**config.mk**
```make
export PLATFORM = sky130hd
export DESIGN_NAME = ipv4_udp_receive_filter_flat
export DESIGN_NICKNAME = d
export VERILOG_FILES = /design/src/rtl/iurf_pkg.sv /design/src/rtl/iurf_if.sv /design/src/rtl/ipv4_udp_receive_filter.sv /design/src/rtl/iurf_regs.sv /design/src/flat_wrapper.sv
export SDC_FILE = /design/constraint.sdc
export NUM_CORES = 1
export LEC_CHECK = 0
export BUFFER_PORTS_ARGS = -buffer_cell sky130_fd_sc_hd__buf_2
export CAP_MARGIN = 20
export CORE_ASPECT_RATIO = 0.5
export CORE_UTILIZATION = 45
export CTS_BUF_LIST = sky130_fd_sc_hd__clkbuf_4
export DETAILED_ROUTE_END_ITERATION = 10
export GPL_ROUTABILITY_DRIVEN = 0
export PLACE_DENSITY = 0.73
export SLEW_MARGIN = 25
export SYNTH_ARGS = -nofsm -noshare
export SYNTH_HDL_FRONTEND = slang
export SYNTH_HIERARCHICAL = 1
export SYNTH_SLANG_ARGS = --single-unit
```
**constraint.sdc**
```tcl
create_clock -name clk -period 9.4 [get_ports clk]
set_input_delay 1.41 -clock clk [delete_from_list [all_inputs] [get_ports clk]]
set_output_delay 1.41 -clock clk [all_outputs]
set_load 0.005 [all_outputs]
```
**src/rtl/iurf_pkg.sv**
```systemverilog
package iurf_pkg;

	localparam logic [16:0] IP_MIN_HDR = 17'd20;
	localparam logic [15:0] UDP_HDR    = 16'd8;
	localparam logic [7:0]  PROTO_UDP  = 8'd17;
	localparam logic [3:0]  IP_V4      = 4'd4;

	// byte address bit 2 picks the register
	localparam logic REG_LOCAL_PORT  = 1'b0;
	localparam logic REG_REMOTE_PORT = 1'b1;

	typedef enum logic [3:0] {
		DROP_NONE      = 4'd0,
		DROP_SHORT_IP  = 4'd1,
		DROP_NOT_V4    = 4'd2,
		DROP_NOT_UDP   = 4'd3,
		DROP_SHORT_UDP = 4'd4,
		DROP_DPORT     = 4'd5,
		DROP_SPORT     = 4'd6,
		DROP_UDP_LEN   = 4'd7,
		DROP_TRUNCATED = 4'd8
	} drop_t;

	typedef struct packed {
		logic [15:0] local_port;
		logic [15:0] remote_port;
	} cfg_t;

	typedef struct packed {
		logic [7:0] out_byte;
		logic       payload_valid;
		logic       frame_end;
		logic       accepted;
		logic [3:0] drop_reason;
	} res_t;

endpackage

```
**src/rtl/iurf_if.sv**
```systemverilog
interface iurf_rx_if;
	logic       valid;
	logic       ready;
	logic [7:0] rx_byte;
	logic       rx_last;

	modport source (output valid, output rx_byte, output rx_last, input ready);
	modport sink (input valid, input rx_byte, input rx_last, output ready);
endinterface

interface iurf_tx_if;
	logic       valid;
	logic       ready;
	logic [7:0] out_byte;
	logic       payload_valid;
	logic       frame_end;
	logic       accepted;
	logic [3:0] drop_reason;

	modport source (output valid, output out_byte, output payload_valid, output frame_end,
		output accepted, output drop_reason, input ready);
	modport sink (input valid, input out_byte, input payload_valid, input frame_end,
		input accepted, input drop_reason, output ready);
endinterface

```
**src/rtl/ipv4_udp_receive_filter.sv**
```systemverilog
// IPv4/UDP receive filter. Takes one datagram byte per clock on rx while rx is ready, and
// every accepted byte gives exactly one transaction on tx, carrying the byte, a payload
// mark (inside the UDP payload and below COPY_LIMIT bytes of it) and, on the last byte,
// the verdict: accepted, or a drop reason. Header parsing and the verdict are done in one
// pass between the rx handshake and the result register, so the sustained rate is one
// byte per clock while tx keeps up; a skid register behind the result register keeps rx
// ready for one extra transaction while tx stalls, and rx ready drops only when both are
// full. local_port and remote_port must be written over the APB port at byte addresses 0
// and 4 while no datagram is in flight; the block itself does not enforce this.
module ipv4_udp_receive_filter #(
	parameter int COPY_LIMIT = 1087
) (
	input  logic        clk,
	input  logic        arst_n,
	iurf_rx_if.sink     rx,
	iurf_tx_if.source   tx,
	input  logic        psel,
	input  logic        penable,
	input  logic        pwrite,
	input  logic [2:0]  paddr,
	input  logic [31:0] pwdata,
	output logic [31:0] prdata,
	output logic        pready
);
	import iurf_pkg::*;

	localparam logic [15:0] CopyLim = 16'(COPY_LIMIT);

	cfg_t cfg;

	logic [15:0] off_q;
	logic [5:0]  hl_q;
	logic [3:0]  ver_q;
	logic [7:0]  proto_q;
	logic [15:0] dport_q;
	logic [15:0] sport_q;
	logic [15:0] ulen_q;

	logic [5:0]  hl_n;
	logic [3:0]  ver_n;
	logic [7:0]  proto_n;
	logic [15:0] dport_n;
	logic [15:0] sport_n;
	logic [15:0] ulen_n;

	logic        in_udp;
	logic [15:0] rel;
	logic [15:0] lim;
	logic        pv;
	logic [16:0] total;
	logic [16:0] hl_ext;
	drop_t       reason;
	res_t        res;
	logic        rx_fire;
	logic        tx_fire;

	res_t        out_q;
	logic        out_valid_q;
	res_t        skid_q;
	logic        skid_valid_q;

	iurf_regs u_regs (
		.clk     (clk),
		.arst_n  (arst_n),
		.psel    (psel),
		.penable (penable),
		.pwrite  (pwrite),
		.paddr   (paddr),
		.pwdata  (pwdata),
		.prdata  (prdata),
		.pready  (pready),
		.cfg     (cfg)
	);

	assign rx.ready = !skid_valid_q;
	assign rx_fire  = rx.valid && rx.ready;
	assign tx_fire  = out_valid_q && tx.ready;

	// header fields as they stand after this byte
	always_comb begin
		hl_n    = (off_q == 16'd0) ? {rx.rx_byte[3:0], 2'b00} : hl_q;
		ver_n   = (off_q == 16'd0) ? rx.rx_byte[7:4] : ver_q;
		proto_n = (off_q == 16'd9) ? rx.rx_byte : proto_q;
		in_udp  = off_q >= {10'd0, hl_n};
		rel     = off_q - {10'd0, hl_n};
		sport_n = sport_q;
		dport_n = dport_q;
		ulen_n  = ulen_q;
		if (in_udp) begin
			case (rel)
				16'd0:   sport_n[15:8] = rx.rx_byte;
				16'd1:   sport_n[7:0]  = rx.rx_byte;
				16'd2:   dport_n[15:8] = rx.rx_byte;
				16'd3:   dport_n[7:0]  = rx.rx_byte;
				16'd4:   ulen_n[15:8]  = rx.rx_byte;
				16'd5:   ulen_n[7:0]   = rx.rx_byte;
				default: ;
			endcase
		end
	end

	// payload mark
	always_comb begin
		lim = ulen_n - UDP_HDR;
		if (lim > CopyLim) begin
			lim = CopyLim;
		end
		pv = in_udp && (rel >= UDP_HDR) && (ulen_n >= UDP_HDR) && ((rel - UDP_HDR) < lim);
	end

	// verdict, first failing check wins
	always_comb begin
		total  = {1'b0, off_q} + 17'd1;
		hl_ext = {11'd0, hl_n};
		if (total < IP_MIN_HDR) begin
			reason = DROP_SHORT_IP;
		end else if (ver_n != IP_V4) begin
			reason = DROP_NOT_V4;
		end else if (proto_n != PROTO_UDP) begin
			reason = DROP_NOT_UDP;
		end else if (total < hl_ext + {1'b0, UDP_HDR}) begin
			reason = DROP_SHORT_UDP;
		end else if (dport_n != cfg.local_port) begin
			reason = DROP_DPORT;
		end else if (sport_n != cfg.remote_port) begin
			reason = DROP_SPORT;
		end else if (ulen_n < UDP_HDR) begin
			reason = DROP_UDP_LEN;
		end else if (total < hl_ext + {1'b0, ulen_n}) begin
			reason = DROP_TRUNCATED;
		end else begin
			reason = DROP_NONE;
		end
	end

	always_comb begin
		res.out_byte      = rx.rx_byte;
		res.payload_valid = pv;
		res.frame_end     = rx.rx_last;
		res.accepted      = rx.rx_last && (reason == DROP_NONE);
		res.drop_reason   = rx.rx_last ? reason : DROP_NONE;
	end

	always_ff @(posedge clk or negedge arst_n) begin
		if (!arst_n) begin
			off_q   <= '0;
			hl_q    <= '0;
			ver_q   <= '0;
			proto_q <= '0;
			dport_q <= '0;
			sport_q <= '0;
			ulen_q  <= '0;
		end else if (rx_fire) begin
			if (rx.rx_last) begin
				off_q   <= '0;
				hl_q    <= '0;
				ver_q   <= '0;
				proto_q <= '0;
				dport_q <= '0;
				sport_q <= '0;
				ulen_q  <= '0;
			end else begin
				// offset sticks at its top value on oversized datagrams
				if (off_q != 16'hFFFF) begin
					off_q <= off_q + 16'd1;
				end
				hl_q    <= hl_n;
				ver_q   <= ver_n;
				proto_q <= proto_n;
				dport_q <= dport_n;
				sport_q <= sport_n;
				ulen_q  <= ulen_n;
			end
		end
	end

	always_ff @(posedge clk or negedge arst_n) begin
		if (!arst_n) begin
			out_valid_q  <= 1'b0;
			skid_valid_q <= 1'b0;
		end else if (!out_valid_q || tx_fire) begin
			if (skid_valid_q) begin
				out_valid_q  <= 1'b1;
				skid_valid_q <= 1'b0;
			end else begin
				out_valid_q <= rx_fire;
			end
		end else if (rx_fire) begin
			skid_valid_q <= 1'b1;
		end
	end

	always_ff @(posedge clk) begin
		if (!out_valid_q || tx_fire) begin
			out_q <= skid_valid_q ? skid_q : res;
		end else if (rx_fire) begin
			skid_q <= res;
		end
	end

	assign tx.valid         = out_valid_q;
	assign tx.out_byte      = out_q.out_byte;
	assign tx.payload_valid = out_q.payload_valid;
	assign tx.frame_end     = out_q.frame_end;
	assign tx.accepted      = out_q.accepted;
	assign tx.drop_reason   = out_q.drop_reason;

endmodule

```
**src/rtl/iurf_regs.sv**
```systemverilog
module iurf_regs (
	input  logic               clk,
	input  logic               arst_n,
	input  logic               psel,
	input  logic               penable,
	input  logic               pwrite,
	input  logic [2:0]         paddr,
	input  logic [31:0]        pwdata,
	output logic [31:0]        prdata,
	output logic               pready,
	output iurf_pkg::cfg_t     cfg
);
	import iurf_pkg::*;

	cfg_t cfg_q;
	logic wr_en;

	assign pready = 1'b1;
	assign wr_en  = psel && penable && pwrite && pready;

	always_ff @(posedge clk or negedge arst_n) begin
		if (!arst_n) begin
			cfg_q <= '0;
		end else if (wr_en) begin
			case (paddr[2])
				REG_LOCAL_PORT:  cfg_q.local_port  <= pwdata[15:0];
				REG_REMOTE_PORT: cfg_q.remote_port <= pwdata[15:0];
				default: ;
			endcase
		end
	end

	always_comb begin
		case (paddr[2])
			REG_LOCAL_PORT:  prdata = {16'd0, cfg_q.local_port};
			REG_REMOTE_PORT: prdata = {16'd0, cfg_q.remote_port};
			default:         prdata = '0;
		endcase
	end

	assign cfg = cfg_q;

endmodule

```
**src/flat_wrapper.sv**
```systemverilog
// flat-port wrapper written by rule: the top's interface ports become plain ports
module ipv4_udp_receive_filter_flat import iurf_pkg::*;
#(
	parameter int COPY_LIMIT = 1087
)
  (clk, arst_n, psel, penable, pwrite, paddr, pwdata, prdata, pready, rx_valid, rx_rx_byte, rx_rx_last, rx_ready, tx_valid, tx_out_byte, tx_payload_valid, tx_frame_end, tx_accepted, tx_drop_reason, tx_ready);
  iurf_rx_if rx_i ();
  iurf_tx_if tx_i ();
  input  logic clk;
  input  logic arst_n;
  input  logic psel;
  input  logic penable;
  input  logic pwrite;
  input  logic [2:0] paddr;
  input  logic [31:0] pwdata;
  output logic [31:0] prdata;
  output logic pready;
  input wire logic [$bits(rx_i.valid)-1:0] rx_valid;
  input wire logic [$bits(rx_i.rx_byte)-1:0] rx_rx_byte;
  input wire logic [$bits(rx_i.rx_last)-1:0] rx_rx_last;
  output wire logic [$bits(rx_i.ready)-1:0] rx_ready;
  output wire logic [$bits(tx_i.valid)-1:0] tx_valid;
  output wire logic [$bits(tx_i.out_byte)-1:0] tx_out_byte;
  output wire logic [$bits(tx_i.payload_valid)-1:0] tx_payload_valid;
  output wire logic [$bits(tx_i.frame_end)-1:0] tx_frame_end;
  output wire logic [$bits(tx_i.accepted)-1:0] tx_accepted;
  output wire logic [$bits(tx_i.drop_reason)-1:0] tx_drop_reason;
  input wire logic [$bits(tx_i.ready)-1:0] tx_ready;
  assign rx_i.valid = rx_valid;
  assign rx_i.rx_byte = rx_rx_byte;
  assign rx_i.rx_last = rx_rx_last;
  assign rx_ready = rx_i.ready;
  assign tx_valid = tx_i.valid;
  assign tx_out_byte = tx_i.out_byte;
  assign tx_payload_valid = tx_i.payload_valid;
  assign tx_frame_end = tx_i.frame_end;
  assign tx_accepted = tx_i.accepted;
  assign tx_drop_reason = tx_i.drop_reason;
  assign tx_i.ready = tx_ready;
  ipv4_udp_receive_filter #(.COPY_LIMIT(COPY_LIMIT)) u_core (.clk(clk), .arst_n(arst_n), .rx(rx_i), .tx(tx_i), .psel(psel), .penable(penable), .pwrite(pwrite), .paddr(paddr), .pwdata(pwdata), .prdata(prdata), .pready(pready));
endmodule
```
## Word-level counts from Yosys, hierarchy flattened

Cells that the tools add are included.

- Register bits: 146
- Input bits: 51
- Output and inout bits: 50

- $add $sub $neg: 7
- Magnitude comparators: 9
- Equal/unequal tests: 11
- Mux-type cells: 35
- Bitwise logic cells: 2
- Reductions and logical operators: 20

Operator list:

| operator | number |
|---|---|
| 16-bit 2-to-1 mux | 9 |
| 8-bit 2-to-1 mux | 8 |
| 32-bit one-hot mux with 2 select lines | 1 |
| 4-bit 2-to-1 mux | 11 |
| 17-bit less-than comparator | 2 |
| 16-bit by 2-bit equality test with 1-bit output, second input constant | 2 |
| 16-bit by 3-bit equality test with 1-bit output, second input constant | 2 |
| 16-bit by 4-bit >= comparator with 1-bit output, second input constant | 2 |
| 16-bit zero test | 2 |
| 16-bit inequality test | 2 |
| 16-bit by 4-bit subtractor with 16-bit output, second input constant | 2 |
| 16-bit by 1-bit adder with 17-bit output, second input constant | 1 |
| 6-bit by 16-bit adder with 17-bit output | 1 |
| 17-bit by 5-bit less-than comparator with 1-bit output, second input constant | 1 |
| 16-bit by 1-bit adder with 16-bit output, second input constant | 1 |
| 16-bit by 1-bit equality test with 1-bit output, second input constant | 1 |
| 16-bit by 4-bit equality test with 1-bit output, second input constant | 1 |
| 16-bit by 6-bit >= comparator with 1-bit output | 1 |
| 16-bit by 11-bit > comparator with 1-bit output, second input constant | 1 |
| 16-bit less-than comparator | 1 |
| 16-bit by 4-bit less-than comparator with 1-bit output, second input constant | 1 |
| 16-bit inequality test, second input constant | 1 |
| 16-bit by 6-bit subtractor with 16-bit output | 1 |
| 15-bit 2-to-1 mux | 1 |
| 12 further kinds | 28 |

## Logic depth before layout (Yosys ltp)

Gate-level depths: netlist (run 1).

- Depth after elaboration: 19
- Depth in mapped cells: 42
- Mapped depth without buffers: 39

## By module

The synthesis (run 1) kept the hierarchy.

By module, submodules not included:

| module | instances | cells an instance | area each (um^2) | sequential area each (um^2) |
|---|---|---|---|---|
| ipv4_udp_receive_filter | 1 | 1,116 | 9,487.8 | 3,002.9 |
| iurf_regs | 1 | 105 | 1,597.8 | 800.8 |

## Worst setup path before layout (run 1)

No wires, ideal clock.

- Kind: reg2reg
- From: register u_core.off_q[0]
- To: register u_core.out_q, in the netlist u_core/tx.payload_valid, data pin
- Arrival time: 7.956 ns
- Data required time: 9.231 ns
- Slack: 1.274 ns
- Stages on the path, launching flop included: 42
- Path through: dfrtp_1 -> inv_1 -> ha_1 -> nor4b_4 -> nand4_2 -> buf_6 -> clkbuf_1 -> and2_1 -> ha_1 -> fa_1 -> a21oi_1 -> nor3b_1 -> o311ai_2 -> nand3_1 -> mux2_2 -> a211o_1 -> clkbuf_1 -> o41ai_2 -> (+6 left out) -> o2bb2ai_1 -> a21oi_1 -> nor3_2 -> o21ai_0 -> ha_1 -> a21o_1 -> a21oi_1 -> nor2b_1 -> o21ai_0 -> nand2b_1 -> a21oi_1 -> nor2b_1 -> o21ai_0 -> o211ai_1 -> a21oi_1 -> a21oi_1 -> nor4b_1 -> o31ai_1

- Word-level cells in the longest chain between the ends: 12
- Elaborated cells between the ends (all ways): 20
- Classes of those cells: add/sub (3); order compare (5); eq/ne (2); mux (6); reduce/logical (4)

RTL lines:

| element | line | text |
|---|---|---|
| from (decl) | ipv4_udp_receive_filter.sv:31 | `logic [15:0] off_q;` |
| from (signal assigned) | ipv4_udp_receive_filter.sv:165 | `off_q <= off_q + 16'd1;` |
| 16-bit zero test | ipv4_udp_receive_filter.sv:81 | `hl_n = (off_q == 16'd0) ? {rx.rx_byte[3:0], 2'b00} : hl_q;` |
| 6-bit 2-to-1 mux | ipv4_udp_receive_filter.sv:81 |  |
| 16-bit by 6-bit subtractor with 16-bit output | ipv4_udp_receive_filter.sv:85 | `rel = off_q - {10'd0, hl_n};` |
| 16-bit by 3-bit equality test with 1-bit output | ipv4_udp_receive_filter.sv:90 | `case (rel)` |
| 8-bit 2-to-1 mux | ipv4_udp_receive_filter.sv:90 |  |
| 16-bit 2-to-1 mux | ipv4_udp_receive_filter.sv:89 | `if (in_udp) begin` |
| 16-bit by 4-bit subtractor with 16-bit output | ipv4_udp_receive_filter.sv:104 | `lim = ulen_n - UDP_HDR;` |
| 16-bit by 11-bit > comparator with 1-bit output | ipv4_udp_receive_filter.sv:105 | `if (lim > CopyLim) begin` |
| 16-bit 2-to-1 mux | ipv4_udp_receive_filter.sv:105 |  |
| 16-bit less-than comparator | ipv4_udp_receive_filter.sv:108 | `pv = in_udp && (rel >= UDP_HDR) && (ulen_n >= UDP_HDR) && ((rel - UDP_HDR) < lim);` |
| 1-bit logical AND * | ipv4_udp_receive_filter.sv:108 |  |
| 15-bit 2-to-1 mux * | ipv4_udp_receive_filter.sv:195 | `out_q <= skid_valid_q ? skid_q : res;` |
| to (signal assigned) | ipv4_udp_receive_filter.sv:195 |  |
| to (decl) | ipv4_udp_receive_filter.sv:57 | `res_t out_q;` |

Mark *: on every way between the ends. The rest lies on a longest branch, timed or not.
A chain may end at the register's enable or synchronous reset.

## Final worst setup path (run 1)

- From: register u_core.off_q[4]
- To: register u_core.out_q, in the netlist u_core/tx.payload_valid, data pin

The elaborated chain is that of the path after synthesis.

==> results of run 1 <==
-- registers in the layout, indices dropped and copies added (netlist names), 4 cells and up --
signal,cells
u_core/off_q,16
u_core/proto_q,8
u_core/tx.out_byte,8
u_core/dport_q,16
u_core/hl_q,6
u_core/tx.drop_reason,4
u_core/skid_q,15
u_core/sport_q,16
u_core/ulen_q,16
u_core/u_regs/cfg,32
u_core/ver_q,4
-- through the flow --
step	cells	util (%)	hold slack, ps
final	1620	50.0	503
after global routing	1620	50.0	512
after CTS	1618	49.7	504
after detailed placement	1586	48.7	469
after global placement	1586	48.7	461
after floorplan	1240	-	444
-- cell type report --
cell class                 instances  area share, %
timing repair buffer             102           5.07
tap                              336           3.49
antenna                            1         0.0208
sequential                       146           31.6
multi-input combinational        950           56.0
clock buffer                      18           1.12
inverter                          53           1.65
clock inverter                    14          0.999
-- worst max-delay path, delay by kind of cell (launching register included) --
kind	cells	cell delay (ps)
AOI/OAI and AO/OA	16	3110
and+or+nand+nor	13	2920
adders and majority gates	4	1300
DFF	1	570
muxes	2	440
xor gates and xnor gates	1	160
buffers and inverters	1	160
-- logic make-up after synthesis --
kind of cell | share of synthesized area (%)
and+or+nand+nor | 17.9
buffers and inverters | 5.98
adders and majority gates | 5.87
AOI/OAI and AO/OA | 19.3
xor gates and xnor gates | 7.55
DFF | 34.3
muxes | 9.04
other | 0.102
-- cell usage in the layout (no fill, tap or decap), drive strengths merged, types with 10 or more instances in the layout --
cell type,count
nand2,124
dfrtp,116
buf,102
o21ai,94
xnor2,61
nor2,61
inv,61
mux2,61
a22oi,49
ha,48
a21oi,40
nand3,32
xor2,32
nor3,31
edfxtp,30
o22ai,27
mux2i,27
conb,22
nand4,22
clkbuf,18
nor4,18
nor2b,16
nand2b,14
and3,12
and2,12
o31ai,12
o211ai,11
a21o,10
-- power by group through the flow --
| stage | combinational (mW) | sequential, mW | clock (mW) |
|---|---|---|---|
| after global placement | 0.648 | 0.807 | 0 |
| after global routing | 0.760 | 0.811 | 0.423 |
| after floorplan | 0.501 | 0.783 | 0 |
| after CTS | 0.675 | 0.799 | 0.394 |
| final | 0.690 | 0.803 | 0.387 |
| after detailed placement | 0.670 | 0.812 | 0 |
-- cells in the mapped netlist (all sizes together), types with 14 or more instances --
library cell	count
o21ai	94
nand4	22
nor4	18
mux2i	27
a21oi	40
xnor2	61
nand2b	14
o22ai	27
buf	34
nand2	124
dfrtp	116
nand3	32
clkbuf	57
nor2	61
inv	52
nor3	31
a22oi	49
edfxtp	30
mux2	61
ha	48
xor2	32
nor2b	16
-- worst paths after layout --
kind,slack (ps),depth (start not counted),from,to
setup / recovery,540,37,u_core/off_q[4],u_core/tx.payload_valid
hold / removal,500,1,u_core/hl_q[0],u_core/hl_q[0]
setup reg to reg,540,37,u_core/off_q[4],u_core/tx.payload_valid
hold reg to reg,500,1,u_core/hl_q[0],u_core/hl_q[0]
max in group asynchronous,7490,2,arst_n,u_core/hl_q[5]
min in group asynchronous,780,1,arst_n,u_core/u_regs/cfg[4]
-- routing by layer --
metal  vias to the layer above  track usage [%]
li1                       4539                -
met5                         -                0
met4                         0             10.6
met1                      4926             34.9
met3                        80             6.00
met2                       498             41.8
-- what timing repair did --
item,4_1_cts,5_1_grt
setup endpoints to repair,0,2
gates resized for setup,0,6
setup buffers,0,1
==> impl_metrics.toml, run 1 <==
[run_status]
status = "finished clean"

[clocking]
clock-sinks = 146
postCtsHoldBufs = 0
cts_made_buffers = 17
worst_skew_pair.late_latency_ps = 600
cts_buffer_depth = 2
path_clk_slew_ps = 150
clock-root-buffer = "clkbuf_4"
cts_tree = "done"
h-tree-depth = 4

[grt]
grt_pass1_wl_um = 52000
grt_start_max_net_pins = 75
grt_usage_pct = 26.3
grt_pass1_vias = 9529
overflow = 0
antenna_found_initial = 1

[detailed_routing]
remaining_drc_errors = 0
met2_length_um = 14800
wl_met1_um = 13800
wl_per_cell_um = 20.3
wl_um = 32800
drt_pass1_iterations = 5
top_layer_used = "met4"
drtAntennaViolNets = 0
vias = 10043
met3_length_um = 3030
via_per_inst = 6.20
drt_iter0_markers = 1058

[placement]
dpl-instance-area_um2 = 11700
hpwl_um = 23600
io_buffers = 65
dpl_worst_slack_ps = 417

[timing]
finalWorstSetupSlack_ps = 539
worstMarginPinSlew_ps = 978
max_freq_ghz = 0.113
setup-violations-final = 0
rsz0062_at_grt = "false"
relSlewSlack_pct = 34.1
period_share_pct = 94.3
post-route-min-period_ps = 8860
fin_tns_setup_ps = 0
maxSlewViolCount = 0
worst_clock_skew_ps = 27.4
finalHoldViolations = 0

[floorplan]
core_area_um2 = 24100
start_util_pct = 46.0
die_h_um = 113
ios = 101
dieArea_um2 = 25300
die_x_um = 224
rows = 40

[yosys]
synth_top_cell_by_area = "dfrtp_1"
synth_cell_types = 91
syn_area_per_cell_um2 = 9.08
ys_warn_count = 6
synthTopCellsByArea = "dfrtp_1 (26%), edfxtp_1 (8.1%), ha_1 (5.4%), mux2_2 (5.1%), xnor2_1 (4.8%)"
synthArstFlopShare_pct = 79.5
postSynthCellCount = 1221
synth-seq-cells = 146
yosysTopAreaCellShare_pct = 26.2
synthFlopType = "dfrtp_1"
ys_seq_area_share_pct = 34.3
synth_edf_count = 30
syn_area_um2 = 11100

[worst_setup_path]
cp_slowest_stage_delay_ps = 600
cp.required_ps = 9820
cp-start-kind = "register"
crit_fanout = 10
cpMaxStageDelayCell = "or4_1"
path_common_cell = "a21oi_1"
cp_data_arrival_time_ps = 9280
critPathCaptureType = "register"
path_class = "reg -> reg"

[pwr]
power.switching_uw = 743
p_sw_share_pct = 39.5
cellPowerDensity_nw_per_um2 = 156
power_frac_seq_pct = 42.7
power_leakage_nw = 5.08
vdd_drop_max_mv = 0.110
intPower_mw = 1.14
comb_power_share_pct = 36.7
p_clk_share_pct = 20.6
total_power_mw = 1.88

[finish]
multi_input_area_um2 = 6740
final_nets = 1371
drive_above_1_share_pct = 17.5
n_fill_cell = 2199
area.sequential_um2 = 3800
area_growth_pct = 8.51
fin_area_um2 = 12000

[job]
drv_cap = 0

[hold_path]
min_path_type = "reg -> reg"
Power figures use the tool's default switching activity.
==> inputs of run 2 (changes only) <==
Settings changed: CORE_UTILIZATION 45 to 62, PLACE_DENSITY 0.73 to 0.93.
==> impl_metrics.toml, run 2 (same netlist as run 1, synthesis figures left out) <==
[detailed_routing]
drtAntennaViolNets = 0
top_layer_used = "met4"
met3_length_um = 5220
wl_um = 34400
wl_per_cell_um = 22.7
drt_pass1_iterations = 7
drt_iter0_markers = 2029
vias = 10821
wl_met1_um = 12100
via_per_inst = 7.14
remaining_drc_errors = 0
met2_length_um = 15000

[placement]
dpl-instance-area_um2 = 11600
io_buffers = 65
dp.cells = 1481
hpwl_um = 23400

[worst_setup_path]
cp_slowest_stage_delay_ps = 640
reg2regPathDepth = 40
cp-start-kind = "register"
path_common_cell = "a21oi_1"
cpMaxStageDelayCell = "or4_4"
cp_data_arrival_time_ps = 9360
cp.required_ps = 9780
path_class = "reg -> reg"
critPathCaptureType = "register"
crit_fanout = 9

[timing]
maxSlewViolCount = 0
worstMarginPinSlew_ps = 1040
post-route-min-period_ps = 8980
timing.hold.ws_ps = 513
max_freq_ghz = 0.111
worst_clock_skew_ps = 27.2
relSlewSlack_pct = 30.6
finalHoldViolations = 0
period_share_pct = 95.6
setup-violations-final = 0
fin_tns_setup_ps = 0

[finish]
area.sequential_um2 = 3800
largest_reg_flops = 32
final_nets = 1369
final_cell_mix = "nand2_1 (123), dfrtp_1 (116), o21ai_0 (88)"
fin_cells = 1516
n_fill_cell = 1159
drive_above_1_share_pct = 18.6
multi_input_area_um2 = 6830
fin_area_um2 = 12000
mostFrequentLayoutCell = "nand2_1"
area_growth_pct = 8.67

[hold_path]
min_path_type = "reg -> reg"
whs_path_depth = 1

[clocking]
worst_skew_pair.late_latency_ps = 570
cts_made_buffers = 17
path_clk_slew_ps = 150
clock-root-buffer = "clkbuf_4"
postCtsHoldBufs = 0
cts_buffer_depth = 2
h-tree-depth = 4
cts_tree = "done"
clock-sinks = 146

[floorplan]
dieArea_um2 = 18500
die_h_um = 96.6
die_x_um = 191
start_util_pct = 63.6
rows = 34
ios = 101
core_area_um2 = 17400

[grt]
grt_usage_pct = 36.9
overflow = 0
grt_pass1_vias = 10372
grt_start_max_net_pins = 87
grt_pass1_wl_um = 52300
antenna_found_initial = 1

[pwr]
vdd_drop_max_mv = 0.111
cellPowerDensity_nw_per_um2 = 166
power_leakage_nw = 5.13

[run_status]
status = "finished clean"

[job]
drv_cap = 0
[run 2: cell types whose count changed in the layout (fill, tap and decap cells not counted), moves of 2 or more]
cell	before	now
buf_4	37	35
bufinv_16	0	3
mux2i_1	24	22
nor4_1	15	13
nor4_2	1	3
[run 2: worst max-delay path, delay by kind of cell, from the launching register on]
kind | cells | cell delay [ps]
buffers and inverters | 4 | 710
multiplexers | 1 | 240
flip-flops | 1 | 470
AND/OR/NAND/NOR | 14 | 2910
XOR/XNOR | 1 | 190
adder cells (fa/ha/maj) | 4 | 1210
AO/OA/AOI/OAI | 16 | 3060
[run 2: worst paths after layout]
path                                  from                      end  slack [ps]
setup reg to reg           u_core/off_q[1]  u_core/tx.payload_valid         420
hold / removal              u_core/hl_q[1]           u_core/hl_q[1]         510
hold reg to reg             u_core/hl_q[1]           u_core/hl_q[1]         510
setup / recovery           u_core/off_q[1]  u_core/tx.payload_valid         420
max in group asynchronous           arst_n        u_core/sport_q[6]        7490
min in group asynchronous           arst_n          u_core/off_q[6]         770
[run 2: layout make-up]
| type | instances | share of cell area [%] |
|---|---|---|
| clock buffer | 18 | 1.12 |
| antenna | 1 | 0.0208 |
| multi-input combinational | 950 | 56.7 |
| clock inverter | 14 | 1.57 |
| timing repair buffer | 100 | 4.93 |
| sequential | 146 | 31.6 |
| tap | 234 | 2.43 |
| inverter | 53 | 1.65 |
[run 2: what timing repair did]
action,4_1_cts,5_1_grt
buffers inserted,0,2
gates resized for setup,0,24
endpoints found under the setup margin,0,4
[run 2: where the power goes]
group          switching (mW)  internal, mW
Combinational           0.418         0.308
Sequential             0.0903         0.719
Clock                   0.273         0.197
[run 2: stage by stage]
step	util (%)	power, mW	worst slack [ps]
final	69.1	2.00	417
after global routing	69.1	2.09	-87.9
after CTS	68.2	1.95	190
after detailed placement	66.3	1.48	432
after global placement	66.3	1.44	655
after floorplan	-	1.28	1270
[run 2: per-layer routing]
metal | global-route usage (%) | up-vias
met4 | 24.5 | 0
met1 | 45.1 | 4996
met5 | 0 | -
met3 | 11.1 | 270
met2 | 57.6 | 1021
li1 | - | 4534
